===== src/sv/adm_delay.sv =====
// Enable-controlled delay line that carries side values along the pipeline.
// Depends on nothing but its parameters.
module adm_delay #(
    parameter int W = 8,
    parameter int N = 2
) (
    input  logic         clk,
    input  logic [N-1:0] en,
    input  logic [W-1:0] d,
    output logic [W-1:0] q
);

    logic [W-1:0] stage_reg [N];

    always_ff @(posedge clk)
    begin
        if (en[0])
        begin
            stage_reg[0] <= d;
        end
        for (int k = 1; k < N; k++)
        begin
            if (en[k])
            begin
                stage_reg[k] <= stage_reg[k-1];
            end
        end
    end

    assign q = stage_reg[N-1];

endmodule


===== config.mk =====
export PLATFORM = sky130hd
export DESIGN_NAME = adm_delay
export DESIGN_NICKNAME = d
export VERILOG_FILES = /design/src/sv/adm_delay.sv
export SDC_FILE = /design/constraint.sdc
export NUM_CORES = 1
export LEC_CHECK = 0
export ABC_AREA = 1
export BUFFER_PORTS_ARGS = -buffer_cell sky130_fd_sc_hd__buf_2
export CORE_MARGIN = 1
export CORE_UTILIZATION = 30
export CTS_CLUSTER_SIZE = 30
export DETAILED_ROUTE_END_ITERATION = 10
export HOLD_SLACK_MARGIN = 0.03
export PLACE_DENSITY = 0.62
export SYNTH_ARGS = -nofsm -noshare
export SYNTH_HDL_FRONTEND = slang
export SYNTH_SLANG_ARGS = --single-unit

===== constraint.sdc =====
create_clock -name clk -period 0.8 [get_ports clk]
set_clock_uncertainty 0.1 [all_clocks]
set_input_delay 0.08 -clock clk [delete_from_list [all_inputs] [get_ports clk]]
set_output_delay 0.08 -clock clk [all_outputs]
set_load 0.03 [all_outputs]

## Word level (Yosys, flattened, before mapping)

Memory sizes are Yosys's and may differ from the RTL's.
Index checks and enable logic that the tools add are counted.

- Word-level logic and storage cells: 5
- Output and inout bits: 8
- Register bits: 0
- Memories: 1
- Input port bits: 11
- Memory bits (writable): 16

Memory list:

| name | words | width | read ports | clocked after Yosys merged registers in | write ports | RTL line | source |
|---|---|---|---|---|---|---|---|
| stage_reg | 2 | 8 | 2 | 0 | 2 | 13 | `logic [W-1:0] stage_reg [N];` |

- Multiplexer cells: 4

Operators by type and width:

| cell | number |
|---|---|
| 1-bit two-way mux | 4 |

## Depth between registers and ports, before layout

- Depth in word-level cells: 2
- Gate-level depth with buffers: 1
- Gate-level depth less buffers: 0

## Least setup slack after synthesis

No wires, ideal clock.

- Path type: flip-flop to flip-flop
- Start point: mem stage_reg[0][2]
- End point: mem stage_reg[1][2], in the netlist stage_reg[0][10], data pin
- Stages on the path, launching flop included: 1
- Data arrival time: 323 ps
- Path buffers: 0
- Required time: 434 ps
- Library setup time: 266 ps
- Clock period less this slack: 689 ps
- Slack: 111 ps
- Cell sequence: edfxtp_1

RTL lines:

| what | RTL line |
|---|---|
| start: declaration | 13 |

==> flow_metrics.py <==
metrics = {
    "power": {
        "power_leakage_nw": 0.293,
        "peakVddDrop_mv": 1.11,
        "cellPowerDensity_nw_per_um2": 2100,
        "power_w": 0.00159,
    },
    "cells_and_area": {
        "design_area_sq_um": 757,
        "final_cell_mix": "16 x edfxtp_1, 10 x buf_2, 8 x dlygate4sd3_1, 8 x buf_6, 3 x clkbuf_4",
        "nets": 58,
        "syn_to_final_growth_pct": 40.0,
        "multi_input_area_sq_um": 0,
        "final_util_pct": 47.5,
        "final_common_cell": "edfxtp_1",
        "antennaDiodeCount": 0,
        "multi_input_gates": 0,
        "largest_register_ffs": 16,
        "layout-drive-gt1-share_pct": 45.7,
    },
    "global_routing": {
        "antenna_found_initial": 0,
        "grt_pass1_vias": 258,
        "grt_pass1_wl_um": 938,
        "grt-ovfl-total": 0,
        "grt_max_degree": 10,
        "track_usage_pct": 6.83,
    },
    "clocking": {
        "clock_path_buffers": 2,
        "root_buffer": "clkbuf_4",
        "cts_sinks": 16,
        "clk_pin_slew_ns": 0.08,
        "htreeDepth": 1,
        "cts_buffers": 3,
        "post-cts-setup-buffers": 0,
        "clk-insertion-delay-late_ns": 0.27,
        "tritoncts": "done",
    },
    "route": {
        "wirelength_um": 582,
        "vias": 244,
        "viasPerCell": 3.49,
        "drc": 0,
        "drt_iter0_drc": 4,
        "wire_per_inst_um": 8.31,
        "ant_nets": 0,
        "first_pass_iters": 2,
    },
    "place": {
        "post_dp_cell_area_sq_um": 601,
        "dp_slack_ns": 0.0823,
        "port_buffers": 18,
        "gp_congestion": 0.627,
    },
    "timing": {
        "fin_crit_sh_pct": 125,
        "fin_crit_ns": 0.998,
        "relSlewSlack_pct": 88.8,
        "timing.fmax_mhz": 1000,
        "finalSetupTns_ns": -1.49,
        "finalSetupViolCount": 8,
        "finalHoldViolations": 0,
        "slew_violations": 0,
        "rsz0062_at_grt": "yes",
        "fin_ws_ns": -0.198,
        "tightest_slew_ns": 0.168,
    },
    "setup_path": {
        "r2r-end": "stage_reg[0][14]",
        "cp.required_ns": 0.62,
        "crit_chain": "buf_6",
        "crit_slowest_cell": "edfxtp_1",
        "critPathCaptureType": "output port",
        "cp_max_fo": 1,
        "path_buf_inv": 1,
        "rr_worst_depth": 0,
        "slowest_delay_ns": 0.40,
        "critPathKind": "flop to output port",
        "rrSetupSlack_ns": 0.06,
        "start_kind": "flop",
        "r2r-start": "stage_reg[0][6]",
        "crit_family": "flip-flops",
        "worst_ep_arrival_time_ns": 0.82,
    },
    "outcome": {
        "violations": "setup timing",
        "status": "complete, but fails checks",
    },
    "synthesis": {
        "syn-mean-instance-area_sq_um": 22.5,
        "syn_nets": 35,
        "synth_cells": 24,
        "synth_cell_types": 2,
        "netlist_area_sq_um": 541,
        "synth_seq_area_share_pct": 88.9,
        "synth_seq_cells": 16,
        "ys_warn_count": 0,
    },
    "floorplan": {
        "core-area_sq_um": 1590,
        "rows": 14,
        "die_h_um": 44.4,
        "fp.dieArea_sq_um": 1980,
        "start_util_pct": 33.9,
        "pin_count": 19,
        "die_width_um": 44.4,
    },
    "worst_hold_path": {
        "hold_end": "stage_reg[0][8]",
        "min_from": "en[1]",
        "min_delay_path_depth": 1,
        "holdCritPathClass": "input port to flop",
    },
    "flow_run": {
        "cap_viol_max_count": 0,
    },
}
-- worst max-delay path by stage --
stage,depth (start not counted),startpoint,end
finish,1,stage_reg[0][10],q[2]
floorplan,0,stage_reg[0][2],stage_reg[0][10]
CTS,1,stage_reg[0][10],q[2]
global route,1,stage_reg[0][12],q[4]
global placement,0,stage_reg[0][0],stage_reg[0][8]
detailed placement,0,stage_reg[0][2],stage_reg[0][10]
-- layer usage --
metal,share of wire [%],up-vias,GRT usage [%]
li1,-,125,-
met1,39,103,6.72
met2,51,16,12.1
met3,9.5,0,1.63
met4,0,0,5.45
met5,0,-,0
-- cell usage after synthesis --
| library cell | n | share of area [%] |
|---|---|---|
| buf_4 | 8 | 11 |
| edfxtp_1 | 16 | 89 |
-- cell families after synthesis --
kind of cell           Yosys count  share of synthesized area [%]
DFF                             16                           88.9
buffers and inverters            8                           11.1
-- what timing repair did --
item,4_1_cts,5_1_grt
hold endpoints to repair,8,0
setup endpoints to repair,8,8
gates cloned,0,0
hold buffers,8,0
gates resized for setup,16,0
-- metrics by stage --
| stage | hold slack (ns) | instances |
|---|---|---|
| global placement | 0.156 | 58 |
| floorplan | 0.0789 | 24 |
| detailed placement | 0.158 | 58 |
| global route | 0.0379 | 70 |
| finish | 0.0341 | 70 |
| CTS | 0.0309 | 70 |
-- layout make-up --
| type | instances | area [sq um] |
|---|---|---|
| fill | 133 | 837 |
| timing repair buffer | 26 | 220 |
| clock inverter | 1 | 3.75 |
| sequential | 16 | 480 |
| tap | 24 | 30.0 |
| clock buffer | 3 | 22.5 |
-- power by group --
| part | internal [W] | total [W] | leakage (nW) | switching (W) |
|---|---|---|---|---|
| Combinational | 0.0000903 | 0.000176 | 0.121 | 0.0000854 |
| Clock | 0.000180 | 0.000398 | 0.0154 | 0.000217 |
| Sequential | 0.000993 | 0.00101 | 0.157 | 0.0000192 |
| Total | 0.00126 | 0.00159 | 0.293 | 0.000322 |
(Power assumes the default switching activity.)
