<file path="config.mk">
export PLATFORM = sky130hd
export DESIGN_NAME = adm_ctrl
export DESIGN_NICKNAME = d
export VERILOG_FILES = /design/src/sv/adm_pkg.sv /design/src/sv/adm_ctrl.sv
export SDC_FILE = /design/constraint.sdc
export NUM_CORES = 1
export LEC_CHECK = 0
export BUFFER_PORTS_ARGS = -buffer_cell sky130_fd_sc_hd__buf_4
export CAP_MARGIN = 20
export CORE_MARGIN = 8
export CORE_UTILIZATION = 25
export CTS_BUF_LIST = sky130_fd_sc_hd__clkbuf_8
export CTS_CLUSTER_DIAMETER = 80
export DETAILED_ROUTE_END_ITERATION = 6
export PLACE_DENSITY = 0.59
export SYNTH_ARGS = -nofsm -noshare
export SYNTH_HDL_FRONTEND = slang
export SYNTH_SLANG_ARGS = --single-unit
</file>
<file path="constraint.sdc">
create_clock -name clk -period 1.12 [get_ports clk]
set_clock_uncertainty 0.15 [all_clocks]
set_input_delay 0.112 -clock clk [delete_from_list [all_inputs] [get_ports clk]]
set_output_delay 0.112 -clock clk [all_outputs]
set_load 0.1 [all_outputs]
</file>
<file path="src/sv/adm_pkg.sv">
// Shared types, constants and arithmetic helpers of the arcade drive mixer.
// No dependencies; every module of the block except adm_delay imports it.
package adm_pkg;

    localparam int FRAC_BITS = 14;
    // Register stages: one front stage, the cubic blend, three mixing stages.
    localparam int CUB_LAT   = 6;
    localparam int MIX_LAT   = 3;
    localparam int NSTG      = CUB_LAT + MIX_LAT + 1;

    localparam logic [14:0] THRUST_DB_RST = 15'd1638;
    localparam logic [14:0] ROTATE_DB_RST = 15'd983;

    // Configuration register indexes.
    localparam logic REG_THRUST_DB = 1'b0;
    localparam logic REG_ROTATE_DB = 1'b1;

    localparam logic signed [15:0] ONE_16 = 16'sd1 <<< FRAC_BITS;
    localparam logic signed [16:0] ONE_17 = 17'sd1 <<< FRAC_BITS;
    localparam logic signed [23:0] ONE_24 = 24'sd1 <<< FRAC_BITS;

    // Values that ride alongside the cubic blend to the mixing stages.
    typedef struct packed {
        logic               qt;
        logic signed [15:0] ql;
        logic signed [15:0] qr;
        logic        [15:0] mthr;
    } side_t;

    localparam int SIDE_W = $bits(side_t);

    // Divide by 2^n, rounding to nearest with ties away from zero.
    // Negative values take a bias one smaller, which mirrors the positive case.
    function automatic logic signed [39:0] rnd_shr(input logic signed [39:0] x,
                                                   input int n);
        logic signed [39:0] bias;
        logic signed [39:0] s;
        bias = 40'sd1 <<< (n - 1);
        if (x[39])
        begin
            bias = bias - 40'sd1;
        end
        s = x + bias;
        return s >>> n;
    endfunction

    function automatic logic [15:0] mag17(input logic signed [16:0] x);
        logic signed [16:0] neg;
        neg = -x;
        return x[16] ? neg[15:0] : x[15:0];
    endfunction

    function automatic logic signed [15:0] sat16(input logic signed [23:0] x);
        logic signed [23:0] y;
        if (x > ONE_24)
        begin
            y = ONE_24;
        end
        else if (x < -ONE_24)
        begin
            y = -ONE_24;
        end
        else
        begin
            y = x;
        end
        return y[15:0];
    endfunction

endpackage

</file>
<file path="src/sv/adm_ctrl.sv">
// Valid bits and per-stage load enables of the mixer pipeline.
// Uses adm_pkg for the stage count.
module adm_ctrl
    import adm_pkg::*;
(
    input  logic            clk,
    input  logic            rst_n,
    input  logic            in_valid,
    input  logic            out_ready,
    output logic            in_ready,
    output logic            out_valid,
    output logic [NSTG-1:0] en
);

    logic [NSTG-1:0] v_reg;
    logic [NSTG-1:0] v_next;

    // A stage may load when it is empty or when its content moves on,
    // so bubbles are squeezed out even while the output is stalled.
    always_comb
    begin
        en[NSTG-1] = !v_reg[NSTG-1] || out_ready;
        for (int k = NSTG - 2; k >= 0; k--)
        begin
            en[k] = !v_reg[k] || en[k+1];
        end
        v_next[0] = en[0] ? in_valid : v_reg[0];
        for (int k = 1; k < NSTG; k++)
        begin
            v_next[k] = en[k] ? v_reg[k-1] : v_reg[k];
        end
    end

    always_ff @(posedge clk or negedge rst_n)
    begin
        if (!rst_n)
        begin
            v_reg <= '0;
        end
        else
        begin
            v_reg <= v_next;
        end
    end

    assign in_ready  = en[0];
    assign out_valid = v_reg[NSTG-1];

endmodule

</file>
### Yosys cells after proc, flatten, opt, wreduce, memory -nomap -nowiden

Index checks and enable logic that the tools add are counted.

| operators by class | value |
|---|---|
| $add $sub $neg | 0 |
| multipliers | 0 |
| divide/modulo/power cells | 0 |
| magnitude comparators | 0 |
| equality and inequality tests | 0 |
| shift operators | 0 |
| muxes and demuxes | 0 |
| bitwise logic cells | 0 |
| reductions and logical operators | 20 |

Operator list:

| kind | count |
|---|---|
| $logic_not A1 Y1 | 10 |
| $logic_or A1 B1 Y1 | 10 |

| storage, ports and cells | value |
|---|---|
| register bits after elaboration | 10 |
| bits in latches | 0 |
| bits in writable memories | 0 |
| bits in read-only memories | 0 |
| input port bits | 4 |
| memories kept | 0 |

### Depth between registers and ports, before layout

| depth | value |
|---|---|
| depth in word-level cells | 11 |
| depth in mapped cells | 5 |

### Least setup slack after synthesis

Ideal clock, no wire load.

| path | value |
|---|---|
| path kind | reg-to-output |
| start | reg v_reg[9] |
| end | out en[0] |
| data arrival time | 2.797 ns |
| data required time | 0.858 ns |
| setup slack | -1.939 ns |
| stages on the path, launching flop included | 6 |
| buffers on the path | 3 |
| cells stage by stage | dfrtp_1 > and4b_1 > buf_6 > buf_6 > nand3_1 > buf_4 |

| between the ends | value |
|---|---|
| word-level cells in the longest chain between the ends | 11 |

RTL lines:

| item | RTL line | text |
|---|---|---|
| start: declaration | adm_ctrl.sv:15 | `logic [NSTG-1:0] v_reg;` |
| start signal: assignment | adm_ctrl.sv:42 | `v_reg <= v_next;` |
| $logic_not A1 Y1 | adm_ctrl.sv:22 | `en[NSTG-1] = !v_reg[NSTG-1] \|\| out_ready;` |
| $logic_or A1 B1 Y1 | adm_ctrl.sv:22 |  |
| $logic_or A1 B1 Y1 (9 in series) | adm_ctrl.sv:25 | `en[k] = !v_reg[k] \|\| en[k+1];` |
| end: declaration | adm_ctrl.sv:12 | `output logic [NSTG-1:0] en` |

Every way passes these cells.

### Final worst setup path

| path | value |
|---|---|
| start | reg v_reg[9] |
| end | out en[4] |

| between the ends | value |
|---|---|
| word-level cells in the longest chain between the ends | 7 |

RTL lines:

| item | RTL line |
|---|---|
| $logic_not A1 Y1 | adm_ctrl.sv:22 |
| $logic_or A1 B1 Y1 | adm_ctrl.sv:22 |
| $logic_or A1 B1 Y1 (5 in series) | adm_ctrl.sv:25 |

Every way passes these cells.

==> flow_results.org <==
** Synth
- Post-synthesis instance total :: 37
- Top FF cell, synth :: sky130_fd_sc_hd__dfrtp_1
- Of all flip-flops after synthesis, the portion carrying an async set or reset was 100%.
- Sequential share of the synthesized area :: 55.6%
- The synthesized design contains 0 enable-type register cells.
- The Yosys step of the flow raised 0 warnings.
- Flops & latches, synth :: 10
- The mapped netlist covers 450 um2.
- The average instance in the mapped netlist occupies 12.2 um2.
- Library cells used by synthesis :: 18
- Total nets after synthesis :: 41

** Timing
- Max Clk Rate :: 646 MHz
- At the pin with the least slew margin, the transition time is 0.174 ns.
- Measured against its own limit, the worst slew margin works out to 88.4%.
- Setup violations remaining at the end of the flow were counted as 22.
- The count of endpoints failing hold in the final timing report came to 0.
- Dividing the final minimum period by the clock period gives 138%.
- Setup WS post-layout :: -0.427 ns
- Number of pins with negative max-slew slack in the final report :: 0
- Setup repair after global routing could not meet its margin everywhere.
- Minimum clock period after layout :: 1.55 ns

** Floorplan
- Area enclosed by the die boundary :: 3420 um2
- Vertical die dimension :: 58.4 um
- Placement row count :: 15
- Core area :: 1710 um2
- The floorplan step set the die width to 58.4 um.
- Io pins :: 16
- Effective utilization at floorplan :: 26.4%

** Worst setup path
- Launching element type of the critical path :: flop
- Beginning of the worst register-to-register path :: v_reg[9]
- The critical path is of the reg2out type.
- Logic depth of the worst register-to-register path :: 4
- Crit path arrival time :: 1.28 ns
- Worst path slowest cell :: sky130_fd_sc_hd__dfrtp_4
- Largest stage delay on the critical path :: 0.41 ns
- In this run the critical register-to-register path is captured at v_reg[0].
- The most critical setup path has its startpoint at v_reg[9].
- Along the worst path, the maximum fanout reaches 6.
- Stages on worst setup path :: 3
- Delay-heaviest family, CP :: simple AND/OR/NAND/NOR gates
- Worst Setup EP :: en[4]
- At the worst endpoint, the required time is 0.86 ns.
- Cell Chain, Critical Path :: and4b_4, nand4_1, buf_8
- The worst setup path is captured at a primary output.
- CP Buf/Inv Count :: 1
- Across all register-to-register paths, the minimum setup slack is -0.36 ns.

** Pwr
- Net switching is 40.9% of the power.
- The internal portion of the total power is 1.22 mW.
- In this run the static leakage power is 0.448 nW.
- Reg power frac :: 22.2%
- The share of total power dissipated in combinational logic is 55.6%.
- Of the total power, the clock network draws 22.1%.
- P_sw :: 840 uW
- Power per standard cell area :: 2110 nW/um2
- The worst-case IR drop observed on VDD is 1340 uV.

** Detailed routing
- Drc violations :: 0
- Routed Wire Length :: 1.38 mm
- Average wire per standard cell :: 14.0 um
- Initial drt markers :: 1
- Vias per inst :: 4.34
- The count of nets left with antenna violations once routing finished came out at 0.
- For this block, the via count after detailed routing is 430.
- Number of iterations in the first detailed-routing pass :: 4

** Layout
- The finished cells cover 972 um2.
- Share of layout cells above drive strength 1 :: 66.2%
- Leaving out fill and tap cells, the most frequent cell in the layout is sky130_fd_sc_hd__buf_4.
- For this run, the post-layout net count is 79.
- The register with the most flip-flops in the layout has 10 of them.
- Area grow syn2layout :: 116%
- For this run, the share of the core covered by cells in the final layout is 56.9%.
- Most frequent cells in the layout :: sky130_fd_sc_hd__buf_4, sky130_fd_sc_hd__dfrtp_1, sky130_fd_sc_hd__buf_12
- Ant. Diodes :: 0

** Placed design
- HPWL after detailed placement :: 847 um
- Count of buffers from port buffering :: 15
- Final estimated routing congestion in global placement :: 0.658
- Instance area after placement :: 659 um2

** Run status
- The final reports fail on setup timing.
- The flow ran to the end, but the final reports show violations.

** Clock tree
- TritonCTS clock tree :: yes
- Number of buffers created by CTS :: 3
- Clock tree synthesis found a total of 10 sinks.
- CTS built an H-tree with a depth of 1.
- Clock-pin transition on the worst setup and hold timing paths :: 0.05 ns
- Library cell used as clock root buffer :: sky130_fd_sc_hd__clkbuf_8
- Worst-skew pair later-pin latency :: 0.24 ns
- Number of buffers on the longest clock path :: 2

** Global route
- Total GRT Usage :: 8.65%
- Final global-route overflow total :: 0
- Global routing's busiest layer :: met2
- Number of global-route vias before repair :: 501
- Initial antenna violation count :: 0
- Met1 routing resource usage after global routing :: 9.07%
- The first global-routing pass estimated 2.26 mm of wire.
- Met3 capacity usage during global routing :: 3.70%
- Pin count of the biggest net entering global routing :: 11
- Global routing consumed, on the met2 layer, 14.2% of the routing resources.

** Min path
- Type of the tightest min-delay check :: in2async

** Job
- Max-Cap Viols :: 0
## metrics by stage
stage	total power [mW]	instances	hold WS (ns)	setup TNS (ns)	setup WS [ns]
2_1_floorplan	1.07	37	-0.334	-14.14	-1.14
3_3_place_gp	1.27	86	-0.200	-5.67	-0.380
3_5_place_dp	1.28	86	-0.203	-6.41	-0.451
4_1_cts	2.05	99	0.0890	-7.12	-0.431
5_1_grt	2.15	99	0.101	-7.93	-0.471
6_report	2.06	99	0.0886	-7.00	-0.427
## power by group through the flow
stage / clock [mW] / combinational, mW / sequential, mW
6_report: 0.455 / 1.14 / 0.457
4_1_cts: 0.465 / 1.13 / 0.456
3_5_place_dp: 0 / 0.824 / 0.454
5_1_grt: 0.486 / 1.20 / 0.467
3_3_place_gp: 0 / 0.814 / 0.453
2_1_floorplan: 0 / 0.571 / 0.500
## cells in the mapped netlist, drive strengths merged, types with 2 or more instances
master	instances	area, um2
a31o	3	26.3
nand3	3	15.0
nand2	2	7.51
buf	4	41.3
dfrtp	10	250
nand4	2	12.5
nand2b	3	18.8
a21o	2	15.0
a41o	2	21.3
## layout make-up
cell class              count  area, um2
clock buffers               4       55.1
fillers                   155        736
inverters                   1       3.75
multi-input cells          23        205
flip-flops and latches     10        254
well taps                  25       31.3
repair buffers             36        423
## how the worst min path moves through the flow
| stage | end | slack [ns] | from |
|---|---|---|---|
| final | v_reg[1] | 0.09 | rst_n |
| after global placement | v_reg[1] | -0.20 | rst_n |
| after floorplan | v_reg[0] | -0.33 | rst_n |
| after CTS | v_reg[1] | 0.09 | rst_n |
| after global routing | v_reg[1] | 0.10 | rst_n |
| after detailed placement | v_reg[1] | -0.20 | rst_n |
## per-layer routing
metal,vias up,routed length [um]
met5,-,0
met4,0,0
met3,0,73
met2,12,773
met1,208,536
li1,210,-
## repair_timing
action / in CTS / in global routing
hold endpoints to repair: 11 / 0
buffers inserted: 6 / 2
hold buffers: 2 / 0
setup endpoints to repair: 21 / 22
pin swaps: 9 / 4
cloned: 1 / 0
resized for setup: 44 / 4
## kinds of logic after synthesis
logic type	count (synthesis)	share of synthesized area (%)
and+or+nand+nor	15	20.6
DFF	10	55.6
AOI/OAI and AO/OA	7	13.9
buffers and inverters	5	10.0
(Power assumes the default switching activity.)
