<file path="src/sv/adm_pkg.sv">
// Shared types, constants and arithmetic helpers of the arcade drive mixer.
// No dependencies; every module of the block except adm_delay imports it.
package adm_pkg;

    localparam int FRAC_BITS = 14;
    // Register stages: one front stage, the cubic blend, three mixing stages.
    localparam int CUB_LAT   = 6;
    localparam int MIX_LAT   = 3;
    localparam int NSTG      = CUB_LAT + MIX_LAT + 1;

    localparam logic [14:0] THRUST_DB_RST = 15'd1638;
    localparam logic [14:0] ROTATE_DB_RST = 15'd983;

    // Configuration register indexes.
    localparam logic REG_THRUST_DB = 1'b0;
    localparam logic REG_ROTATE_DB = 1'b1;

    localparam logic signed [15:0] ONE_16 = 16'sd1 <<< FRAC_BITS;
    localparam logic signed [16:0] ONE_17 = 17'sd1 <<< FRAC_BITS;
    localparam logic signed [23:0] ONE_24 = 24'sd1 <<< FRAC_BITS;

    // Values that ride alongside the cubic blend to the mixing stages.
    typedef struct packed {
        logic               qt;
        logic signed [15:0] ql;
        logic signed [15:0] qr;
        logic        [15:0] mthr;
    } side_t;

    localparam int SIDE_W = $bits(side_t);

    // Divide by 2^n, rounding to nearest with ties away from zero.
    // Negative values take a bias one smaller, which mirrors the positive case.
    function automatic logic signed [39:0] rnd_shr(input logic signed [39:0] x,
                                                   input int n);
        logic signed [39:0] bias;
        logic signed [39:0] s;
        bias = 40'sd1 <<< (n - 1);
        if (x[39])
        begin
            bias = bias - 40'sd1;
        end
        s = x + bias;
        return s >>> n;
    endfunction

    function automatic logic [15:0] mag17(input logic signed [16:0] x);
        logic signed [16:0] neg;
        neg = -x;
        return x[16] ? neg[15:0] : x[15:0];
    endfunction

    function automatic logic signed [15:0] sat16(input logic signed [23:0] x);
        logic signed [23:0] y;
        if (x > ONE_24)
        begin
            y = ONE_24;
        end
        else if (x < -ONE_24)
        begin
            y = -ONE_24;
        end
        else
        begin
            y = x;
        end
        return y[15:0];
    endfunction

endpackage

</file>
<file path="src/sv/adm_cubic.sv">
// Six-stage pipelined cubic blend s*v^3 + (1-s)*v with s = (z+1)/2.
// Uses adm_pkg for ONE and the rounding helper.
module adm_cubic
    import adm_pkg::*;
(
    input  logic               clk,
    input  logic [CUB_LAT-1:0] en,
    input  logic signed [16:0] v,
    input  logic signed [15:0] z,
    output logic signed [19:0] res
);

    logic signed [33:0] psq_reg;
    logic signed [16:0] v1_reg;
    logic signed [16:0] wc1_reg;
    logic signed [16:0] wv1_reg;

    logic signed [17:0] sq2_reg;
    logic signed [16:0] v2_reg;
    logic signed [16:0] wc2_reg;
    logic signed [16:0] wv2_reg;

    logic signed [34:0] pcb3_reg;
    logic signed [33:0] pl3_reg;
    logic signed [16:0] wc3_reg;

    logic signed [18:0] cube4_reg;
    logic signed [33:0] pl4_reg;
    logic signed [16:0] wc4_reg;

    logic signed [35:0] pc5_reg;
    logic signed [33:0] pl5_reg;

    logic signed [19:0] res_reg;

    logic signed [16:0] z_x;
    logic signed [39:0] sq_rnd;
    logic signed [39:0] cube_rnd;
    logic signed [36:0] acc;
    logic signed [39:0] acc_rnd;

    always_comb
    begin
        z_x      = {z[15], z};
        sq_rnd   = rnd_shr(40'(psq_reg), FRAC_BITS);
        cube_rnd = rnd_shr(40'(pcb3_reg), FRAC_BITS);
        // The blend weights are 2s and 2-2s, so one extra bit comes off here.
        acc      = 37'(pc5_reg) + 37'(pl5_reg);
        acc_rnd  = rnd_shr(40'(acc), FRAC_BITS + 1);
    end

    always_ff @(posedge clk)
    begin
        if (en[0])
        begin
            psq_reg <= v * v;
            v1_reg  <= v;
            wc1_reg <= z_x + ONE_17;
            wv1_reg <= ONE_17 - z_x;
        end
        if (en[1])
        begin
            sq2_reg <= sq_rnd[17:0];
            v2_reg  <= v1_reg;
            wc2_reg <= wc1_reg;
            wv2_reg <= wv1_reg;
        end
        if (en[2])
        begin
            pcb3_reg <= sq2_reg * v2_reg;
            pl3_reg  <= wv2_reg * v2_reg;
            wc3_reg  <= wc2_reg;
        end
        if (en[3])
        begin
            cube4_reg <= cube_rnd[18:0];
            pl4_reg   <= pl3_reg;
            wc4_reg   <= wc3_reg;
        end
        if (en[4])
        begin
            pc5_reg <= wc4_reg * cube4_reg;
            pl5_reg <= pl4_reg;
        end
        if (en[5])
        begin
            res_reg <= acc_rnd[19:0];
        end
    end

    assign res = res_reg;

endmodule

</file>
<file path="config.mk">
export PLATFORM = sky130hd
export DESIGN_NAME = adm_cubic
export DESIGN_NICKNAME = d
export VERILOG_FILES = /design/src/sv/adm_pkg.sv /design/src/sv/adm_cubic.sv
export SDC_FILE = /design/constraint.sdc
export NUM_CORES = 2
export LEC_CHECK = 0
export BUFFER_PORTS_ARGS = -buffer_cell sky130_fd_sc_hd__buf_2
export CAP_MARGIN = 20
export CORE_UTILIZATION = 55
export CTS_CLUSTER_SIZE = 25
export DETAILED_ROUTE_END_ITERATION = 8
export PLACE_DENSITY = 0.71
export SYNTH_ARGS = -nofsm -noshare
export SYNTH_HDL_FRONTEND = slang
export SYNTH_SLANG_ARGS = --single-unit
</file>
<file path="constraint.sdc">
create_clock -name clk -period 10.6 [get_ports clk]
set_input_delay 2.12 -clock clk [delete_from_list [all_inputs] [get_ports clk]]
set_output_delay 2.12 -clock clk [all_outputs]
set_load 0.02 [all_outputs]
</file>
=== Word-level counts from Yosys, hierarchy flattened ===
Index checks and enable logic that the tools add are counted.
Widths: inputs -> output; s select.

* Bitwise operators: 0
* Order comparisons: 0
* $add $sub $neg: 6
* Shift-type cells: 0
* Reduce and logical (&&, ||, !) cells: 0
* Mux-type cells: 3
* Div/mod/pow operators: 0
* $mul: 4
* Equality and inequality tests: 0

{| class="wikitable"
|+ Operator list
! cell !! count
|-
| $mul 17x17->34 || 2
|-
| $add 36x34->37 || 1
|-
| $mul 17x19->36 || 1
|-
| $add 35x35->35 || 1
|-
| $mul 18x17->35 || 1
|-
| $add 33x33->33 || 1
|-
| $add 32x32->32 || 1
|-
| $mux 14 || 2
|-
| $add 16x16->17 const B || 1
|-
| $sub 16x16->17 const A || 1
|-
| $mux 15 || 1
|}

* Input port bits: 40
* Memories kept: 0
* Output and inout port bits: 20
* RAM bits: 0
* Flip-flop bits (word level): 400
* Word-level logic and storage cells: 30
* Latch bits: 0
* Bits in read-only memories: 0

=== Logic depth before layout (Yosys ltp) ===
* Depth after elaboration: 3
* Mapped depth: 26
* Depth with buffers taken out: 26

=== Worst setup path before layout ===
No wires, ideal clock.

* Kind: in2reg
* From: input port v[2]
* To: register psq_reg[33], data pin
* Buffers on the path: 2
* Slack: 2.255 ns
* Cell stages on the path: 24
* Data arrival time: 8.155 ns
* Setup time: 0.190 ns
* Data required time: 10.410 ns
* Cells stage by stage: clkbuf_1 -> clkbuf_1 -> nand2_1 -> fa_1 -> fa_1 -> fa_1 -> inv_1 -> fa_1 -> fa_1 -> inv_1 -> fa_1 -> inv_1 -> ha_1 -> a21o_1 -> a21o_1 -> a21oi_1 -> o21a_1 -> o21ai_0 -> a41oi_1 -> a211oi_1 -> a221o_1 -> o41ai_2 -> mux2i_1 -> a2111oi_2

* Word-level cells in the longest chain between the ends: 1

{| class="wikitable"
|+ Ends and longest elaborated chain
! item !! RTL line !! source
|-
| from (decl) || adm_cubic.sv:8 || <nowiki>input logic signed [16:0] v,</nowiki>
|-
| $mul 17x17->34 || adm_cubic.sv:56 || <nowiki>psq_reg <= v * v;</nowiki>
|-
| to (signal assigned) || adm_cubic.sv:56 ||
|-
| to (decl) || adm_cubic.sv:13 || <nowiki>logic signed [33:0] psq_reg;</nowiki>
|}

No other way between the ends.
A chain may end at the register's enable or synchronous reset.

=== Final worst setup path ===
* From: input port v[7]
* To: register psq_reg[33], data pin

Same word-level chain as after synthesis.

==> impl_metrics.csv <==
group,metric,value,unit
critical_path,crit_required,11.03,ns
placement,portBuffers,59,
sta,max_slew_margin,24.9,%
synth,yosys_warnings,0,
cells_and_area,layout_common_cells,"inv_1, fa_1, nand2_1",
cells_and_area,layout_commonest_cell,"inv_1",
floorplan,row_count,120,
drt,drc,0,
floorplan,coreArea,0.108,mm2
synth,synth_seq_cells,394,
cells_and_area,fill_cells,9035,
critical_path,crit_top_cell,"fa_1",
critical_path,slowest_delay,0.60,ns
critical_path,worstSetupStartpointType,"primary input",
floorplan,start_util,55.8,%
clock_network,htreeDepth,2,
clock_network,cts_tree,"done",
sta,report.final.slew_viol_count,0,
sta,max_freq,121,MHz
critical_path,path_buf_inv,6,
drt,avgRoutedWirePerCell,18.1,um
synth,synthCells,5769,
global_routing,grt.overflow.total,0,
clock_network,post_cts_resized,0,
placement,dpl.hpwl,104000,um
clock_network,insertion_delay,0.65,ns
clock_network,cts_made_buffers,45,
global_routing,grt_pass1_wl,218000,um
floorplan,ios,60,
sta,fin_ws,2.37,ns
floorplan,die_height,332,um
clock_network,clockBufferDepth,3,
synth,syn-num-nets,7442,
sta,setup_viol,0,
synth,synth_cell_types,88,
critical_path,path_class,"primary input to register",
cells_and_area,drive_gt1_share,3.47,%
sta,rsz0062_at_grt,"no",
sta,fin_worst_skew,0.0735,ns
critical_path,endpoint_kind,"register",
critical_path,cp.arrival,8.66,ns
synth,syn_area_per_cell,10.4,um2
sta,totalNegativeSetupSlack,0,ns
sta,layout_min_cycle_time,8.23,ns
run,cap_violations,0,
floorplan,floorplan.die.width,332,um
cells_and_area,fin_util,58.7,%
clock_network,cts.clk_slew.worst_paths,0.06,ns
cells_and_area,area.growth.synth_to_final,5.20,%
synth,async_flop_share,0,%
sta,hold_violations,0,
drt,firstDrtPassIters,7,
critical_path,critPathTopFamily,"adder cells",
synth,yosys.area.top_type,"fa_1",
critical_path,crit_slowest_cell,"fa_1",
drt,drt-initial-drc-count,2431,
drt,routed_wl,130000,um
global_routing,grt_max_degree,71,
clock_network,cts_setup_buffers,0,
sta,period_share,77.7,%
placement,finalWeightedCongestion,0.919,
drt,ant_nets,0,
synth,syn_area,0.0599,mm2
clock_network,ctsHoldBuffers,0,
run_status,status,"completed",
cells_and_area,fin_nets,7403,
global_routing,antenna_found_initial,12,
clock_network,cts-root-buf,"clkbuf_16",
clock_network,cts.sink_count,394,
floorplan,dieArea,0.110,mm2
placement,dp_slack,1.74,ns
sta,tightest_slew,1.13,ns
cells_and_area,largest_reg_flops,36,
synth,netlist.area_leader.share,40.1,%
synth,synth_area_leaders,"fa_1, edfxtp_1, ha_1",
global_routing,grt_pass1_vias,41890,
drt,via_per_inst,5.38,
synth,ys.flop_type,"edfxtp_1",
hold_path,hp-class,"register to register",
drt,dr_total_vias,38559,
synth,synth_edf_count,394,
global_routing,grt_usage,24.8,%
critical_path,path_max_fanout,19,
synth,seq_area_frac_synth,19.7,%
-- cells in the mapped netlist (all sizes together) (4+ instances only) --
cell and n:
and3 26, a21oi 138, xor2 57, nor3 46, nand3b 5, or3 11
xnor2 188, or2 13, nand4 17, inv 1328, clkbuf 161, a2111oi 6
ha 433, nor2b 32, buf 9, o21ai 81, o21a 18, a21boi 12
edfxtp 394, a31oi 15, a31o 7, a221o 5, o2111ai 7, a211o 4
nand3 48, nor2 159, and2 518, nand2 590, nand2b 40, fa 1200
a21o 65, and4 9, nor4 11, a211oi 19, mux2i 5, nor3b 4
o211ai 18, o21bai 20, o31ai 4
-- worst register-to-register path, stage by stage, from the launching register on --
cell       delay (ns)
edfxtp_1         0.63
buf_4            0.45
nand2_1          0.15
fa_1             0.56
inv_1            0.05
fa_1             0.51
inv_1            0.06
fa_1             0.53
inv_1            0.05
fa_1             0.45
fa_1             0.49
inv_1            0.05
fa_1             0.49
inv_1            0.04
ha_1             0.32
and2_1           0.21
a221o_1          0.31
or2_2            0.27
o21ai_0          0.53
o211ai_1         0.24
nand3_1          0.17
a2bb2oi_1        0.24
a211oi_1         0.15
a41oi_1          0.29
a21oi_1          0.12
xnor2_1          0.35
-- final cells by class --
class                           count  area [um2]  share of cell area, %
Clock inverter                     31         347                  0.550
Timing Repair Buffer               84         513                  0.813
Inverter                         1329        4990                   7.91
Multi-Input combinational cell   3876       42500                   67.3
Clock buffer                       49        1140                   1.81
Tap cell                         1403        1760                   2.78
Antenna cell                        6        15.0                 0.0238
Sequential cell                   394       11800                   18.8
-- routing by layer --
metal,global-route usage [%],share of wire [%],up-vias
met5,0,0.053,-
met4,6.14,2.4,12
met3,4.29,6.3,206
met2,42.0,48,1050
met1,33.3,43,19745
li1,-,-,17546
-- through the flow --
step	hold slack, ns	area, um2	instances
5_1_grt	0.374	63100	7166
6_report	0.356	63100	7172
2_1_floorplan	0.400	59900	5769
4_1_cts	0.335	63000	7165
3_5_place_dp	0.405	61500	7085
3_3_place_gp	0.401	61500	7085
-- cells by family after synthesis --
group / count (synthesis) / synth area share [%]
multiplexers: 5 / 0.0835
AO/OA/AOI/OAI: 457 / 5.16
flip-flops: 394 / 19.7
adder cells (fa/ha/maj): 1633 / 49.1
AND/OR/NAND/NOR: 1536 / 12.9
buffers and inverters: 1499 / 9.41
XOR/XNOR: 245 / 3.59
-- final timing paths --
| kind | endpoint | slack [ns] | cells past startpoint | from |
|---|---|---|---|---|
| max | psq_reg[33]$_DFFE_PP_ | 2.37 | 25 | v[7] |
| min | wc4_reg[8]$_DFFE_PP_ | 0.36 | 0 | wc3_reg[8]$_DFFE_PP_ |
| max reg2reg | pcb3_reg[34]$_DFFE_PP_ | 2.63 | 25 | v2_reg[8]$_DFFE_PP_ |
| min reg2reg | wc4_reg[8]$_DFFE_PP_ | 0.36 | 0 | wc3_reg[8]$_DFFE_PP_ |
Power is not shown: default switching activity piles up to over one toggle a cycle in this logic, so the estimate is an artifact.
