$ cat src/sv/adm_pkg.sv
// Shared types, constants and arithmetic helpers of the arcade drive mixer.
// No dependencies; every module of the block except adm_delay imports it.
package adm_pkg;

    localparam int FRAC_BITS = 14;
    // Register stages: one front stage, the cubic blend, three mixing stages.
    localparam int CUB_LAT   = 6;
    localparam int MIX_LAT   = 3;
    localparam int NSTG      = CUB_LAT + MIX_LAT + 1;

    localparam logic [14:0] THRUST_DB_RST = 15'd1638;
    localparam logic [14:0] ROTATE_DB_RST = 15'd983;

    // Configuration register indexes.
    localparam logic REG_THRUST_DB = 1'b0;
    localparam logic REG_ROTATE_DB = 1'b1;

    localparam logic signed [15:0] ONE_16 = 16'sd1 <<< FRAC_BITS;
    localparam logic signed [16:0] ONE_17 = 17'sd1 <<< FRAC_BITS;
    localparam logic signed [23:0] ONE_24 = 24'sd1 <<< FRAC_BITS;

    // Values that ride alongside the cubic blend to the mixing stages.
    typedef struct packed {
        logic               qt;
        logic signed [15:0] ql;
        logic signed [15:0] qr;
        logic        [15:0] mthr;
    } side_t;

    localparam int SIDE_W = $bits(side_t);

    // Divide by 2^n, rounding to nearest with ties away from zero.
    // Negative values take a bias one smaller, which mirrors the positive case.
    function automatic logic signed [39:0] rnd_shr(input logic signed [39:0] x,
                                                   input int n);
        logic signed [39:0] bias;
        logic signed [39:0] s;
        bias = 40'sd1 <<< (n - 1);
        if (x[39])
        begin
            bias = bias - 40'sd1;
        end
        s = x + bias;
        return s >>> n;
    endfunction

    function automatic logic [15:0] mag17(input logic signed [16:0] x);
        logic signed [16:0] neg;
        neg = -x;
        return x[16] ? neg[15:0] : x[15:0];
    endfunction

    function automatic logic signed [15:0] sat16(input logic signed [23:0] x);
        logic signed [23:0] y;
        if (x > ONE_24)
        begin
            y = ONE_24;
        end
        else if (x < -ONE_24)
        begin
            y = -ONE_24;
        end
        else
        begin
            y = x;
        end
        return y[15:0];
    endfunction

endpackage

$ cat src/sv/adm_front.sv
// Input stage: deadband registers, thrust sign, deadbands and quick-turn values.
// Uses adm_pkg for constants, side_t and the helper functions.
module adm_front
    import adm_pkg::*;
(
    input  logic               clk,
    input  logic               rst_n,
    input  logic               cfg_we,
    input  logic               cfg_index,
    input  logic [14:0]        cfg_data,
    input  logic               en,
    input  logic signed [15:0] left_y_axis,
    input  logic signed [15:0] rotate_axis,
    input  logic signed [15:0] left_z_axis,
    input  logic signed [15:0] right_z_axis,
    input  logic               reverse_drive,
    input  logic               quick_turn,
    output logic signed [16:0] thr,
    output logic signed [16:0] rot,
    output logic signed [15:0] lz,
    output logic signed [15:0] rz,
    output side_t              side
);

    logic [14:0] thr_db_reg;
    logic [14:0] rot_db_reg;

    logic signed [16:0] thr_reg;
    logic signed [16:0] rot_reg;
    logic signed [15:0] lz_reg;
    logic signed [15:0] rz_reg;
    side_t              side_reg;

    logic signed [16:0] ly_x;
    logic signed [16:0] rx_x;
    logic signed [16:0] thr_raw;
    logic signed [16:0] thr_next;
    logic signed [16:0] rot_next;
    logic        [15:0] thr_mag;
    logic        [15:0] rot_mag;
    side_t              side_next;

    always_ff @(posedge clk or negedge rst_n)
    begin
        if (!rst_n)
        begin
            thr_db_reg <= THRUST_DB_RST;
            rot_db_reg <= ROTATE_DB_RST;
        end
        else if (cfg_we)
        begin
            unique case (cfg_index)
                REG_THRUST_DB: thr_db_reg <= cfg_data;
                REG_ROTATE_DB: rot_db_reg <= cfg_data;
            endcase
        end
    end

    always_comb
    begin
        ly_x    = {left_y_axis[15], left_y_axis};
        rx_x    = {rotate_axis[15], rotate_axis};
        // The stick's Y axis reads negative when pushed forward.
        thr_raw = reverse_drive ? ly_x : -ly_x;
        thr_mag = mag17(thr_raw);
        rot_mag = mag17(rx_x);
        // A magnitude equal to the bound passes.
        thr_next = (thr_mag < {1'b0, thr_db_reg}) ? 17'sd0 : thr_raw;
        rot_next = (rot_mag < {1'b0, rot_db_reg}) ? 17'sd0 : rx_x;
        side_next.qt   = quick_turn;
        side_next.ql   = sat16(24'(rx_x));
        side_next.qr   = sat16(-24'(rx_x));
        side_next.mthr = mag17(thr_next);
    end

    always_ff @(posedge clk)
    begin
        if (en)
        begin
            thr_reg  <= thr_next;
            rot_reg  <= rot_next;
            lz_reg   <= left_z_axis;
            rz_reg   <= right_z_axis;
            side_reg <= side_next;
        end
    end

    assign thr  = thr_reg;
    assign rot  = rot_reg;
    assign lz   = lz_reg;
    assign rz   = rz_reg;
    assign side = side_reg;

endmodule

$ cat config.mk
export PLATFORM = sky130hd
export DESIGN_NAME = adm_front
export DESIGN_NICKNAME = d
export VERILOG_FILES = /design/src/sv/adm_pkg.sv /design/src/sv/adm_front.sv
export SDC_FILE = /design/constraint.sdc
export NUM_CORES = 1
export LEC_CHECK = 0
export ABC_AREA = 0
export BUFFER_PORTS_ARGS = -buffer_cell sky130_fd_sc_hd__clkbuf_2
export CORE_MARGIN = 2
export CORE_UTILIZATION = 48
export DETAILED_ROUTE_END_ITERATION = 10
export PLACE_DENSITY = 0.86
export SKIP_CTS_REPAIR_TIMING = 1
export SLEW_MARGIN = 5
export SYNTH_ARGS = -nofsm -noshare
export SYNTH_HDL_FRONTEND = slang
export SYNTH_SLANG_ARGS = --single-unit
$ cat constraint.sdc
create_clock -name clk -period 3 [get_ports clk]
set_clock_uncertainty 0.05 [all_clocks]
set_input_delay 0.9 -clock clk [delete_from_list [all_inputs] [get_ports clk]]
set_output_delay 0.9 -clock clk [all_outputs]
set_load 0.05 [all_outputs]
# Yosys cells after proc, flatten, opt, wreduce, memory -nomap -nowiden
# Index checks and enable logic that the tools add are counted.
dict set report word_totals {
  in_bits 86
  out_inout_bits 115
  ff_bits 144
  elab_cells 35
}
dict set report classes {
  mux 7
  add_sub_neg 5
  bitwise_logic 1
  order_cmp 6
  reduce_logical 4
}
# op count
set op_table {}
lappend op_table {{$mux W16} 5}
lappend op_table {{$neg A16 Y16} 3}
lappend op_table {{$mux W17} 2}
lappend op_table {{$lt A16 B15 Y1} 2}
lappend op_table {{$gt A24 B16 Y1 const B} 1}
lappend op_table {{$lt A24 B15 Y1 const B} 1}
lappend op_table {{$neg A16 Y24} 1}
lappend op_table {{$neg A16 Y17} 1}
lappend op_table {{$gt A16 B16 Y1 const B} 1}
lappend op_table {{$lt A16 B15 Y1 const B} 1}
lappend op_table {{$reduce_and A2 Y1} 2}
lappend op_table {{$reduce_or A2 Y1} 2}
lappend op_table {{$not A1 Y1} 1}

# Longest topological paths before layout
dict set report depth {
  ltp_word 8
  depth_mapped 22
  mapped_depth_nobuf 21
}

# Worst setup path after synthesis
# No wires, ideal clock.
dict set report synth_timing {
  path_kind {input -> register}
  startpoint {input rotate_axis[0]}
  endpoint {register rot_reg[10] (netlist: rot[10]) (data pin)}
  n_path_buf 1
  arrival_time_ps 4881
  cell_stages 17
  setup_slack_ps -2197
  required_ps 2684
  setup_time_ps 266
  cell_sequence {inv_1 ha_1 or3b_2 or3_1 or2_2 or4_1 nand2_1 xnor2_1 ha_1 a21o_1 a21o_1 a21o_1 a21oi_1 o21ai_0 a311oi_1 clkbuf_1 nor2_1}
}
dict set report synth_between {
  elab_chain_cells 3
}
# item line
set synth_lines {}
lappend synth_lines {{from (decl)} adm_front.sv:13} ;# input logic signed [15:0] rotate_axis,
lappend synth_lines {{$neg A16 Y16} adm_pkg.sv:49} ;# neg = -x;
lappend synth_lines {{$mux W16 *} adm_pkg.sv:50} ;# return x[16] ? neg[15:0] : x[15:0];
lappend synth_lines {{$lt A16 B15 Y1 *} adm_front.sv:69} ;# rot_next = (rot_mag < {1'b0, rot_db_reg}) ? 17'sd0 : rx_x;
lappend synth_lines {{to (signal assigned)} adm_front.sv:81} ;# rot_reg <= rot_next;
lappend synth_lines {{to (decl)} adm_front.sv:29} ;# logic signed [16:0] rot_reg;
# Every way passes the cells marked *; elsewhere a longest branch is shown, timed or not.
# A chain may end at the register's enable or synchronous reset.

==> summary.txt <==
Critical path
  • CP bufs+invs: 4
  • Critical Path Max Stage Delay: between 500 and 600 ps
  • R2R depth: 14
  • CP top delay family: compound AO/OA/AOI/OAI gates
  • Setup Crit Path Kind: primary input to register
  • Worst setup SP type: primary input
  • Worst Path Max Fanout: 8
  • RR Endpoint: side[12]$_DFFE_PP_
  • Critical path launch point: left_y_axis[10]
  • CP Cell Sequence: buf_6, or4_4, nor3_4, a211oi_4, a21oi_4, buf_4, a41oi_4, buf_6, xnor2_1, ha_1, nand4_1, a21oi_2, o41ai_2, a31oi_1, nor2_2, a21o_1, ha_4, buf_4, a31oi_1, xor2_1, a21oi_1
  • CP required: approximately 3100 ps
  • Critical Path End Type: register
  • Slowest cell on crit path: or4_4
  • Worst R2R Setup Slack: -80 ps
  • CP arrival: 4770 ps
  • RR Startpoint: thr_db_reg[2]$_DFFE_PN1P_

Synthesis
  • Leading area contributor after synthesis: edfxtp_1
  • Post-Synthesis Cell Area: 7520 µm²
  • Post-Syn Nets: 781
  • Seq cells post-synth: 143
  • Number of flops mapped to enable cells by yosys: 113
  • Synthesized netlist cell count: roughly 660
  • Synth top area cells: edfxtp_1 45%, ha_1 5.7%, xnor2_1 5.6%
  • Seq/Total Area, Yosys: 55.4%
  • Synth top area share: a little under half
  • Most numerous cell in the Yosys netlist: edfxtp_1
  • List of most frequent post-synthesis cells: 113 x edfxtp_1, 52 x nand2_1, 48 x xnor2_1
  • Avg Inst Size Synth: between 10 and 15 µm²
  • Post-synth ARST share: 21.0%
  • Main flop type after synthesis: edfxtp_1
  • Synth warn: 0
  • Synth cell types: 58

Die
  • Core box area: between 15,000 and 20,000 µm²
  • Die area: between 15,000 and 20,000 µm²
  • Die W: 129 µm
  • Die Y-Extent: 129 µm
  • FP Rows: 45
  • Top Ports: roughly 200
  • Starting Density: 49.3%

Finish
  • Area growth syn-to-layout: 50.4%
  • Fin nets: ~1,100
  • Fraction of layout cells with a size suffix above 1: between 50% and 60%
  • # diodes: 0
  • Final cell count without fillers: ~1,200
  • Filler cell count: 953
  • Max reg flops: 48
  • Design area: 11,300 µm²

Worst hold path
  • Worst hold path type: primary input to asynchronous set/reset pin

Routing
  • Antenna Nets Post-Route: 0
  • Vias per cell: 5.62
  • Final WL: roughly 25,000 µm
  • DR vias: 6,876
  • Wirelength per Cell: 20.6 µm
  • # DRC: 0
  • 1st-iter DRT viols: approximately 730
  • Pre-antenna DRT Iters: 8

Placed design
  • Pre-CTS setup slack: -2030 ps
  • DPL Wire Length: 15,700 µm
  • Dpl cell area: just under 10,000 µm²
  • Port bufs: 200
  • Dpl cells: 1,161
  • Routability Congestion: approximately 0.9

Pwr
  • PwrDens: 627 nW/µm²
  • LEAKAGE: 5.06 nW
  • Tot Pwr: between 0.007 and 0.008 W
  • Max VDD drop: ~450 µV

Clocking
  • Worst-Skew Late Latency: about 440 ps
  • CTS tree: yes
  • Total clock sinks: 143
  • Maximum buffer depth of the clock tree: 2
  • Clock Tree Root: clkbuf_16
  • CTS buffer count: 17
  • CTS clk-pin slew, worst paths: 70 ps
  • CTS H-tree lvls: 4

Global route
  • Total gr overflow: 0
  • Vias in the first global route: roughly 6,300
  • Initial antenna violation count: 1
  • Largest net degree at the start of global routing: 50
  • First-pass GRT wire length: between 30,000 and 40,000 µm
  • Gr usage total: 24.5%

STA
  • Peak Freq: 216 MHz
  • Max-slew headroom: 50.4%
  • Final Hold Viols: 0
  • Slew Viols, Final: 0
  • Post-route minimum period: 4640 ps
  • Setup TNS: -74,740 ps
  • Final worst setup slack: -1640 ps
  • Slew @ Worst Pin: around 740 ps
  • Final setup violation count: 78
  • RSZ-0062 raised after global routing: yes
  • Final Cycle Share: 155%

Outcome
  • Outcome: finished, violations left
  • Violated checks: negative setup slack

Run
  • Max-cap viol count: 0
-- logic make-up after synthesis --
kind of cell	after synthesis	synth area share, %
flops	143	55.4
buf+inv	86	4.83
compound gates	140	12.0
fa+ha+maj	34	5.66
simple gates	177	12.0
mux	18	2.66
xor+xnor	63	7.54
-- power breakdown --
part           internal (W)  switching, W  total (W)
combinational      0.000919       0.00161    0.00253
sequential          0.00244     0.0000871    0.00253
clock               0.00110      0.000928    0.00203
-- worst max-delay path by stage --
stage               slack, ps  depth (start not counted)                 end
floorplan               -1880                         21  side[12]$_DFFE_PP_
global placement        -1940                         20  side[12]$_DFFE_PP_
detailed placement      -2030                         20  side[12]$_DFFE_PP_
CTS                     -1630                         20  side[12]$_DFFE_PP_
global route            -1750                         21   side[8]$_DFFE_PP_
finish                  -1640                         21   side[8]$_DFFE_PP_
-- cells in the final DEF, fill, tap and decap left out, types with 7 or more instances in the layout --
cell type,netlist,final
buf_4,2,133
clkbuf_2,0,196
a31oi_1,12,10
xnor2_1,48,40
ha_1,34,31
inv_6,0,9
xor2_1,13,13
and2_1,17,14
mux2_2,16,16
xnor2_2,2,8
clkbuf_16,0,21
dfrtp_1,16,16
nor2_1,40,22
inv_1,41,37
nand2_1,52,49
dfstp_2,14,14
buf_6,4,18
o211a_1,7,7
nor2_2,0,9
a21oi_1,47,32
o21ai_0,31,27
edfxtp_1,113,113
a21o_1,10,10
a21oi_2,0,14
nor2_4,0,9
buf_12,0,7
-- metal layers --
layer  vias up  track usage (%)  wire (µm)  part of all wire [%]
li1       3051                -          -                     -
met1      3315             29.1       9240                    37
met2       417             42.4      12700                    50
met3        91             6.19       2430                   9.6
met4         2             9.97        839                   3.3
met5         -                0         13                 0.052
-- layout make-up --
type | instances | area [µm²] | share of cell area, %
well taps | 211 | 264 | 2.34
repair buffers | 361 | 2470 | 21.8
clock inverters | 15 | 139 | 1.23
clock buffers | 17 | 425 | 3.76
inverters | 41 | 179 | 1.58
flip-flops and latches | 143 | 4160 | 36.8
multi-input cells | 435 | 3670 | 32.5
-- stage by stage --
stage | hold WS [ps] | util [%]
floorplan | 428 | -
global placement | 440 | 64.7
detailed placement | 448 | 64.7
CTS | 462 | 68.4
global route | 483 | 74.1
finish | 462 | 74.1
(Power assumes the default switching activity.)
